==> src/rtl/pirs_pkg.sv <==
// Shared widths, register indexes and arithmetic helpers for the resampler.
package pirs_pkg;

    // Sample and position formats
    localparam int SAMPLE_BITS = 24;
    localparam int FRAC_BITS   = 16;
    localparam int STEP_BITS   = FRAC_BITS + 5;
    localparam int POS_BITS    = STEP_BITS + 1;
    localparam int RESULT_CAP  = 16;
    localparam int COUNT_BITS  = $clog2(RESULT_CAP + 1);

    // Datapath widths: accumulator and shared multiplier product
    localparam int ACC_BITS  = SAMPLE_BITS + 8;
    localparam int PROD_BITS = ACC_BITS + FRAC_BITS + 1;

    // Configuration port
    localparam int CFG_IDX_BITS  = 2;
    localparam int CFG_DATA_BITS = STEP_BITS;

    typedef logic [CFG_IDX_BITS-1:0] t_cfg_idx;

    localparam t_cfg_idx REG_INTERP_MODE = t_cfg_idx'(0);
    localparam t_cfg_idx REG_PHASE_STEP  = t_cfg_idx'(1);

    localparam logic [STEP_BITS-1:0] STEP_RESET = STEP_BITS'(65536);

    typedef logic signed [SAMPLE_BITS-1:0] t_sample;
    typedef logic signed [ACC_BITS-1:0]    t_acc;
    typedef logic signed [PROD_BITS-1:0]   t_prod;
    typedef logic [POS_BITS-1:0]           t_pos;

    localparam t_pos  POS_ONE   = t_pos'(1) << FRAC_BITS;
    localparam t_prod PROD_HALF = t_prod'(1) << (FRAC_BITS - 1);
    localparam t_acc  SAT_MAX   = (t_acc'(1) << (SAMPLE_BITS - 1)) - t_acc'(1);
    localparam t_acc  SAT_MIN   = -(t_acc'(1) << (SAMPLE_BITS - 1));

    // Sign-extend a sample to accumulator width
    function automatic t_acc widen(input t_sample s);
        widen = {{(ACC_BITS - SAMPLE_BITS){s[SAMPLE_BITS-1]}}, s};
    endfunction

endpackage

==> src/rtl/polynomial_interpolating_resampler_unit.sv <==
// Fractional resampler: linear or Catmull-Rom cubic interpolation over one shared multiplier.
// Each result runs through S_CHECK, then S_MUL and S_ADD (once for linear, three times for
// cubic), then S_SAT and S_OUT; an accepted input word first passes S_COEF. One input
// yields up to 16 results and holds the input side (o_stall) until the sequencer is back
// in S_IDLE; output stalls extend this. The single multiplier runs the Horner steps one
// after another. Synchronous active-low reset clears history, position and control, and
// loads interp_mode = 1 and phase_step = 1.0.
module polynomial_interpolating_resampler_unit
    import pirs_pkg::*;
(
    input  logic                     i_clk,
    input  logic                     i_rst_n,
    // configuration
    input  logic                     i_cfg_wr_en,
    input  logic [CFG_IDX_BITS-1:0]  i_cfg_index,
    input  logic [CFG_DATA_BITS-1:0] i_cfg_wdata,
    // input samples
    input  logic                     i_valid,
    output logic                     o_stall,
    input  logic signed [SAMPLE_BITS-1:0] i_sample_in,
    // output samples
    output logic                     o_valid,
    input  logic                     i_stall,
    output logic signed [SAMPLE_BITS-1:0] o_sample_out,
    output logic                     o_last_of_run
);

    typedef enum logic [6:0] {
        S_IDLE  = 7'b0000001,
        S_COEF  = 7'b0000010,
        S_CHECK = 7'b0000100,
        S_MUL   = 7'b0001000,
        S_ADD   = 7'b0010000,
        S_SAT   = 7'b0100000,
        S_OUT   = 7'b1000000
    } t_state;

    t_state                  r_state, n_state;
    logic                    r_mode;
    logic [STEP_BITS-1:0]    r_step;
    t_sample                 r_hist [4];
    t_pos                    r_pos, n_pos;
    logic [COUNT_BITS-1:0]   r_count, n_count;
    logic                    r_cubic;
    t_acc                    r_coef [4];
    logic [1:0]              r_k, n_k;
    t_acc                    r_t, n_t;
    t_prod                   r_prod;
    t_sample                 r_out;
    logic                    r_last;

    logic                    in_take;
    logic                    out_take;
    t_prod                   prod_rnd;
    t_acc                    t_round;
    t_acc                    y_full;
    t_acc                    h0, h1, h2, h3;
    t_pos                    pos_next;

    assign in_take  = i_valid && !o_stall;
    assign out_take = o_valid && !i_stall;

    assign o_stall       = (r_state != S_IDLE);
    assign o_valid       = (r_state == S_OUT);
    assign o_sample_out  = r_out;
    assign o_last_of_run = r_last;

    assign h0 = widen(r_hist[0]);
    assign h1 = widen(r_hist[1]);
    assign h2 = widen(r_hist[2]);
    assign h3 = widen(r_hist[3]);

    // Round the product back to accumulator scale (floor of p + half over 2^FRAC_BITS)
    assign prod_rnd = r_prod + PROD_HALF;
    assign t_round  = prod_rnd[FRAC_BITS +: ACC_BITS];

    // Cubic coefficients are kept doubled; halve with rounding at the end
    assign y_full   = r_cubic ? ((r_t + t_acc'(1)) >>> 1) : r_t;
    assign pos_next = r_pos + t_pos'(r_step);

    // Configuration registers
    always_ff @(posedge i_clk) begin
        if (!i_rst_n) begin
            r_mode <= 1'b1;
            r_step <= STEP_RESET;
        end else if (i_cfg_wr_en) begin
            unique case (i_cfg_index)
                REG_INTERP_MODE: r_mode <= i_cfg_wdata[0];
                REG_PHASE_STEP:  r_step <= i_cfg_wdata[STEP_BITS-1:0];
                default: ;
            endcase
        end
    end

    // Sample history: shift in on each accepted word
    always_ff @(posedge i_clk) begin
        if (!i_rst_n) begin
            for (int i = 0; i < 4; i++) begin
                r_hist[i] <= '0;
            end
        end else if (in_take) begin
            r_hist[0] <= r_hist[1];
            r_hist[1] <= r_hist[2];
            r_hist[2] <= r_hist[3];
            r_hist[3] <= i_sample_in;
        end
    end

    // Sequencer next state
    always_comb begin
        n_state = r_state;
        n_pos   = r_pos;
        n_count = r_count;
        n_k     = r_k;
        n_t     = r_t;
        unique case (r_state)
            S_IDLE: begin
                if (in_take) begin
                    n_count = '0;
                    n_state = S_COEF;
                end
            end
            S_COEF: begin
                n_state = S_CHECK;
            end
            S_CHECK: begin
                if (r_pos < POS_ONE && r_count < COUNT_BITS'(RESULT_CAP)) begin
                    n_t     = r_coef[0];
                    n_k     = r_cubic ? 2'd1 : 2'd3;
                    n_state = S_MUL;
                end else begin
                    n_pos   = (r_pos >= POS_ONE) ? (r_pos - POS_ONE) : '0;
                    n_state = S_IDLE;
                end
            end
            S_MUL: begin
                n_state = S_ADD;
            end
            S_ADD: begin
                n_t = t_round + r_coef[r_k];
                if (r_k == 2'd3) begin
                    n_state = S_SAT;
                end else begin
                    n_k     = r_k + 2'd1;
                    n_state = S_MUL;
                end
            end
            S_SAT: begin
                n_state = S_OUT;
            end
            S_OUT: begin
                if (out_take) begin
                    n_pos   = pos_next;
                    n_count = r_count + COUNT_BITS'(1);
                    n_state = S_CHECK;
                end
            end
            default: n_state = S_IDLE;
        endcase
    end

    // Control registers
    always_ff @(posedge i_clk) begin
        if (!i_rst_n) begin
            r_state <= S_IDLE;
            r_pos   <= '0;
            r_count <= '0;
            r_k     <= '0;
        end else begin
            r_state <= n_state;
            r_pos   <= n_pos;
            r_count <= n_count;
            r_k     <= n_k;
        end
    end

    // Datapath: coefficients, shared multiplier, accumulator, saturated output
    always_ff @(posedge i_clk) begin
        r_t <= n_t;
        if (r_state == S_COEF) begin
            r_cubic <= r_mode;
            if (r_mode) begin
                r_coef[0] <= (h3 - h0) + (h1 - h2) + ((h1 - h2) <<< 1);
                r_coef[1] <= (h0 <<< 1) - (h1 <<< 2) - h1 + (h2 <<< 2) - h3;
                r_coef[2] <= h2 - h0;
                r_coef[3] <= h1 <<< 1;
            end else begin
                r_coef[0] <= h2 - h1;
                r_coef[1] <= '0;
                r_coef[2] <= '0;
                r_coef[3] <= h1;
            end
        end
        if (r_state == S_MUL) begin
            r_prod <= t_prod'(r_t) * t_prod'($signed({1'b0, r_pos[FRAC_BITS-1:0]}));
        end
        if (r_state == S_SAT) begin
            if (y_full > SAT_MAX) begin
                r_out <= SAT_MAX[SAMPLE_BITS-1:0];
            end else if (y_full < SAT_MIN) begin
                r_out <= SAT_MIN[SAMPLE_BITS-1:0];
            end else begin
                r_out <= y_full[SAMPLE_BITS-1:0];
            end
            r_last <= (pos_next >= POS_ONE) || (r_count == COUNT_BITS'(RESULT_CAP - 1));
        end
    end

endmodule

==> config.mk <==
export PLATFORM = sky130hd
export DESIGN_NAME = polynomial_interpolating_resampler_unit
export DESIGN_NICKNAME = d
export VERILOG_FILES = /design/src/rtl/pirs_pkg.sv /design/src/rtl/polynomial_interpolating_resampler_unit.sv
export SDC_FILE = /design/constraint.sdc
export NUM_CORES = 2
export LEC_CHECK = 0
export BUFFER_PORTS_ARGS = -buffer_cell sky130_fd_sc_hd__clkbuf_2
export CORE_ASPECT_RATIO = 0.6
export CORE_MARGIN = 5
export CORE_UTILIZATION = 70
export DETAILED_ROUTE_END_ITERATION = 8
export PLACE_DENSITY = 0.94
export RECOVER_POWER = 100
export SYNTH_ARGS = -nofsm -noshare
export SYNTH_HDL_FRONTEND = slang
export SYNTH_SLANG_ARGS = --single-unit
==> constraint.sdc <==
create_clock -name i_clk -period 12.5 [get_ports i_clk]
set_input_delay 1.875 -clock i_clk [delete_from_list [all_inputs] [get_ports i_clk]]
set_output_delay 1.875 -clock i_clk [all_outputs]
set_load 0.01 [all_outputs]
Word-level counts from Yosys, hierarchy flattened
Memory sizes are Yosys's and may differ from the RTL's. A register that Yosys moved wholly into a read port is not among the register bits. Index checks and enable logic that the tools add are counted.

Output and inout port bits: 27. Bits of input ports: 52. Flip-flop bits (word level): 164. Word-level logic and storage cells: 118. Memories: 2. Bits in writable memories: 224.

Bitwise operators: 8. Equality and inequality tests: 16. Multiplexer cells: 40. Reductions and logical operators: 17. Multiply operators: 1. Magnitude comparators: 6. Add/sub/neg operators: 17.

Memories: r_coef (depth 4, bits a word 32, rd ports 2, clocked after Yosys merged registers in 1, wr ports 4, RTL line polynomial_interpolating_resampler_unit.sv:45) `t_acc r_coef [4];`; r_hist (depth 4, bits a word 24, rd ports 4, clocked after Yosys merged registers in 0, wr ports 4, RTL line polynomial_interpolating_resampler_unit.sv:41) `t_sample r_hist [4];`.

Operator list (count): $mux 32 (6); $mux 24 (5); $sub 24x24->25 (4); $mux 22 (3); $pmux 32 s2 (1); $pmux 7 s7 (1); $add 48x17->48 const B (1); $mul 32x17->48 (1); $ge 22x17->1 const B (2); $pmux 22 s2 (1); $add 32x2->32 const B (1); $add 32x32->32 (1); $gt 32x24->1 const B (1); $lt 32x24->1 const B (1); $sub 29x24->30 (1); $add 28x26->29 (1); $sub 27x24->28 (1); $add 26x26->27 (1); $sub 25x26->27 (1); $add 25x25->26 (1); $add 22x21->22 (1); $lt 22x17->1 const B (1); $sub 22x17->22 const B (1); $mux 7 (2); 31 further kinds (65).

Depth between registers and ports, before layout
Depth in word-level cells: 7. Mapped depth: 29. Mapped depth without buffers: 29.

Worst setup path before layout
OpenSTA, ideal clock, no wires.

Kind: register to register. From: register r_state[2]. To: memory r_coef[1][17] (netlist name). Stages on the path, launching flop included: 7. Buffers on the path: 0. Setup slack: 4.276 ns. Required time: 12.426 ns. Period minus slack after synthesis: 8.224 ns. Arrival: 8.150 ns. Setup time: 0.074 ns. Cell sequence: dfxtp_1 -> nor3_1 -> nand2b_1 -> nor4b_1 -> nand2_1 -> or3_1 -> o21ai_0.

RTL lines: start: declaration (RTL line polynomial_interpolating_resampler_unit.sv:38) `t_state r_state, n_state;`; start signal: assignment (RTL line polynomial_interpolating_resampler_unit.sv:170) `r_state <= n_state;`; end: declaration (RTL line polynomial_interpolating_resampler_unit.sv:45).

Final worst setup path
From: register r_pos[0]. To: register r_prod[47] (data pin).

Cells in the longest elaborated chain, start to end: 1.

RTL lines: start: declaration (RTL line polynomial_interpolating_resampler_unit.sv:42) `t_pos r_pos, n_pos;`; start signal: assignment (RTL line polynomial_interpolating_resampler_unit.sv:171) `r_pos <= n_pos;`; $mul 32x17->48 (RTL line polynomial_interpolating_resampler_unit.sv:195) `r_prod <= t_prod'(r_t) * t_prod'($signed({1'b0, r_pos[FRAC_BITS-1:0]}));`; end signal: assignment (RTL line polynomial_interpolating_resampler_unit.sv:195); end: declaration (RTL line polynomial_interpolating_resampler_unit.sv:48) `t_prod r_prod;`.

Every way passes these cells. A chain may end at the register's enable or synchronous reset.

==> out/metrics.yaml <==
grt_pass1_wl_um: 197000
start_util: 0.712
layout.nets: 5672
fill_cells: 4191
min_path_cells: 2
num_vias: 34996
async_reset_ff_frac: 0
cp.depth: 22
worstSetupPathType: "reg2reg"
cp.arrival_ns: 8.22
critPathMaxFanout: 34
worstSkewPairLatency_ns: 0.59
met1_length_um: 49500
wl_met3_um: 20400
dp.cells: 5495
cp_top_family: "adder cells"
crit_top_cell: "fa_1"
ys_seq_area_frac: 0.217
worst_path_largest_cell_delay_ns: 1.58
post-route-min-period_ns: 7.88
synth_commonest_cells: "inv_1 (843), fa_1 (611), nand2_1 (578), ha_1 (302), and2_1 (278)"
cts_tree: "done"
ys_ff_latch: 354
drcViolationCount: 0
skew_ns: 0.0299
drv_cap: 13
tns_ns: 0
cts_resized: 0
synth_ff_type: "edfxtp_1"
outcome: "complete, but fails checks"
period_share: 0.630
syn_inst: 4754
holdBufCountCts: 0
syn-num-nets: 5719
fp.dieH_um: 204
clk_pin_slew_ns: 0.07
worstSetupStartpointType: "flop"
rsz0062_at_grt: "false"
hp-class: "reg2reg"
viasPerCell: 6.29
syn_area_sq_mm: 0.0437
grt_pass1_vias: 35467
critPathBufInv: 5
ant_nets: 0
grt_start_max_net_pins: 82
drive_above_1_share: 0.0454
hold_violations: 0
synth_warnings: 0
rows: 70
synth_area_leaders: "fa_1 (28%), edfxtp_1 (16%), ha_1 (8.6%), inv_1 (7.2%), dfxtp_1 (5.3%)"
crit_required_ns: 12.84
ys_types: 85
port-buffer-count: 78
synth_most_common_cell: "inv_1"
synth_top_area_share: 0.280
placed_area_sq_mm: 0.0447
cts_inserted_buffers: 38
grt.total_usage: 0.370
setup-violations-final: 0
fin_cells: 5563
power_density_mw_per_mm2: 147
postSynthAreaPerCell_sq_um: 9.19
clk_path_buf_depth: 3
syn2layout_area_growth_pct: 4.88
final_area_sq_mm: 0.0458
slew_viol_final: 617
wire_per_inst_um: 22.5
htreeDepth: 2
core_sq_mm: 0.0614
postCtsSetupRepairBufs: 0
top_layer: "met5"
peakVddDrop_uv: 188
timing.fmax_mhz: 127
r2r_cells: 22
dieArea_sq_mm: 0.0677
yosysTopAreaCell: "fa_1"
routabilityCongestion: 1.07
crit_chain: "clkbuf_1 > nand2_1 > fa_1 > inv_1 > fa_1 > fa_1 > inv_1 > fa_1 > inv_1 > ha_1 > o211ai_1 > nor2_1 > o211ai_1 > a211oi_1 > clkbuf_1 > o2111ai_1 > a31oi_1 > nand2_1 > a31oi_1 > a21oi_1 > o21bai_1 > xnor2_1"
ios: 79
clkSinkCount: 354
dr.pass1.iters: 6
hpwl_um: 96200
synth_edf_count: 239
worstMarginPinSlew_ns: 3.82
antenna_found_initial: 4
root_buffer: "clkbuf_16"
p_total_mw: 6.72
cp_slowest_cell: "clkbuf_1"
overflow: 0
end_kind: "flop"
die_w_um: 333
drtIter0Drc: 4632
leakage_nw: 21.6
route.met2.wl_um: 50600
drt-total-wl_um: 125000
violations: "capacitance limit, slew limit"
relSlewSlack: -1.55
## cell families after synthesis
kind of cell	count (synthesis)	share of synthesized area
AO/OA/AOI/OAI	777	0.109
XOR/XNOR	232	0.0465
adder cells (fa/ha/maj)	913	0.366
flip-flops	354	0.217
multiplexers	37	0.0155
buffers and inverters	1058	0.0916
AND/OR/NAND/NOR	1383	0.154
## layer usage
| metal | track usage | vias up |
|---|---|---|
| met5 | 0 | - |
| met4 | 0.117 | 6 |
| met3 | 0.137 | 405 |
| met2 | 0.522 | 2611 |
| met1 | 0.535 | 16747 |
| li1 | - | 15227 |
## registers in the layout, indices dropped and copies added (netlist names), named ones only
| register | count |
|---|---|
| r_prod | 33 |
| o_sample_out | 24 |
| o_last_of_run | 1 |
| r_hist | 96 |
| r_k | 2 |
| r_t | 32 |
| r_step | 21 |
| r_coef | 107 |
| r_state | 7 |
| r_cubic | 1 |
| r_mode | 1 |
| r_count | 5 |
| r_pos | 22 |
## worst paths after layout
kind / from / endpoint / slack [ns]
worst max register to register: r_pos[0]$_SDFFE_PN0P_ / r_prod[47]$_DFFE_PP_ / 4.62
worst min-delay path: r_coef[2][15]$_SDFFE_PP0P_ / r_coef[2][15]$_SDFFE_PP0P_ / 0.45
worst max-delay path: r_pos[0]$_SDFFE_PN0P_ / r_prod[47]$_DFFE_PP_ / 4.62
worst min register to register: r_coef[2][15]$_SDFFE_PP0P_ / r_coef[2][15]$_SDFFE_PP0P_ / 0.45
## worst register-to-register path, delay by kind of cell, from the launching register on
kind / cells / cell delay, ns
adders and majority gates: 5 / 2.49
AOI/OAI and AO/OA: 8 / 2.11
buffers and inverters: 5 / 1.99
DFF: 1 / 0.30
and+or+nand+nor: 3 / 0.67
xor gates and xnor gates: 1 / 0.07
## through the flow
| stage | hold slack [ns] | setup slack (ns) | utilization |
|---|---|---|---|
| after floorplan | 0.410 | 4.28 | - |
| after global placement | 0.419 | 5.22 | 0.728 |
| after detailed placement | 0.435 | 4.93 | 0.728 |
| after CTS | 0.445 | 4.89 | 0.749 |
| after global routing | 0.469 | 4.45 | 0.747 |
| final | 0.447 | 4.62 | 0.747 |
## cells in the final DEF (no fill, tap or decap), types with 18 or more instances in the layout
master / instances
fa_1: 611
dfxtp_1: 115
nand3_1: 69
o21bai_1: 23
and2_0: 24
mux4_2: 24
a211oi_1: 22
nand4_1: 21
o21ai_0: 227
nand2_1: 577
inv_1: 843
o31ai_1: 24
clkbuf_16: 42
and2_1: 255
edfxtp_1: 239
ha_1: 302
nor2_1: 162
clkbuf_1: 48
a21o_1: 84
a21oi_1: 224
and3_1: 28
nor3_1: 105
o21a_1: 22
buf_4: 35
nor2b_1: 18
xnor2_1: 137
a31oi_1: 32
nand2b_1: 30
xor2_1: 94
clkbuf_2: 50
## power by group
part	switching, mW	internal [mW]
Sequential	0.119	1.52
Clock	0.541	0.652
Combinational	2.37	1.52
## layout make-up
cell class / count / area [sq um] / area share
Antenna cell: 1 / 2.50 / 0.0000546
Clock buffer: 50 / 1100 / 0.0240
Clock inverter: 17 / 154 / 0.00336
Inverter: 844 / 3170 / 0.0691
Multi-Input combinational cell: 3342 / 30200 / 0.659
Sequential cell: 354 / 9480 / 0.207
Tap cell: 828 / 1040 / 0.0226
Timing Repair Buffer: 127 / 669 / 0.0146
No activity file was read; power rests on OpenSTA's default activity.
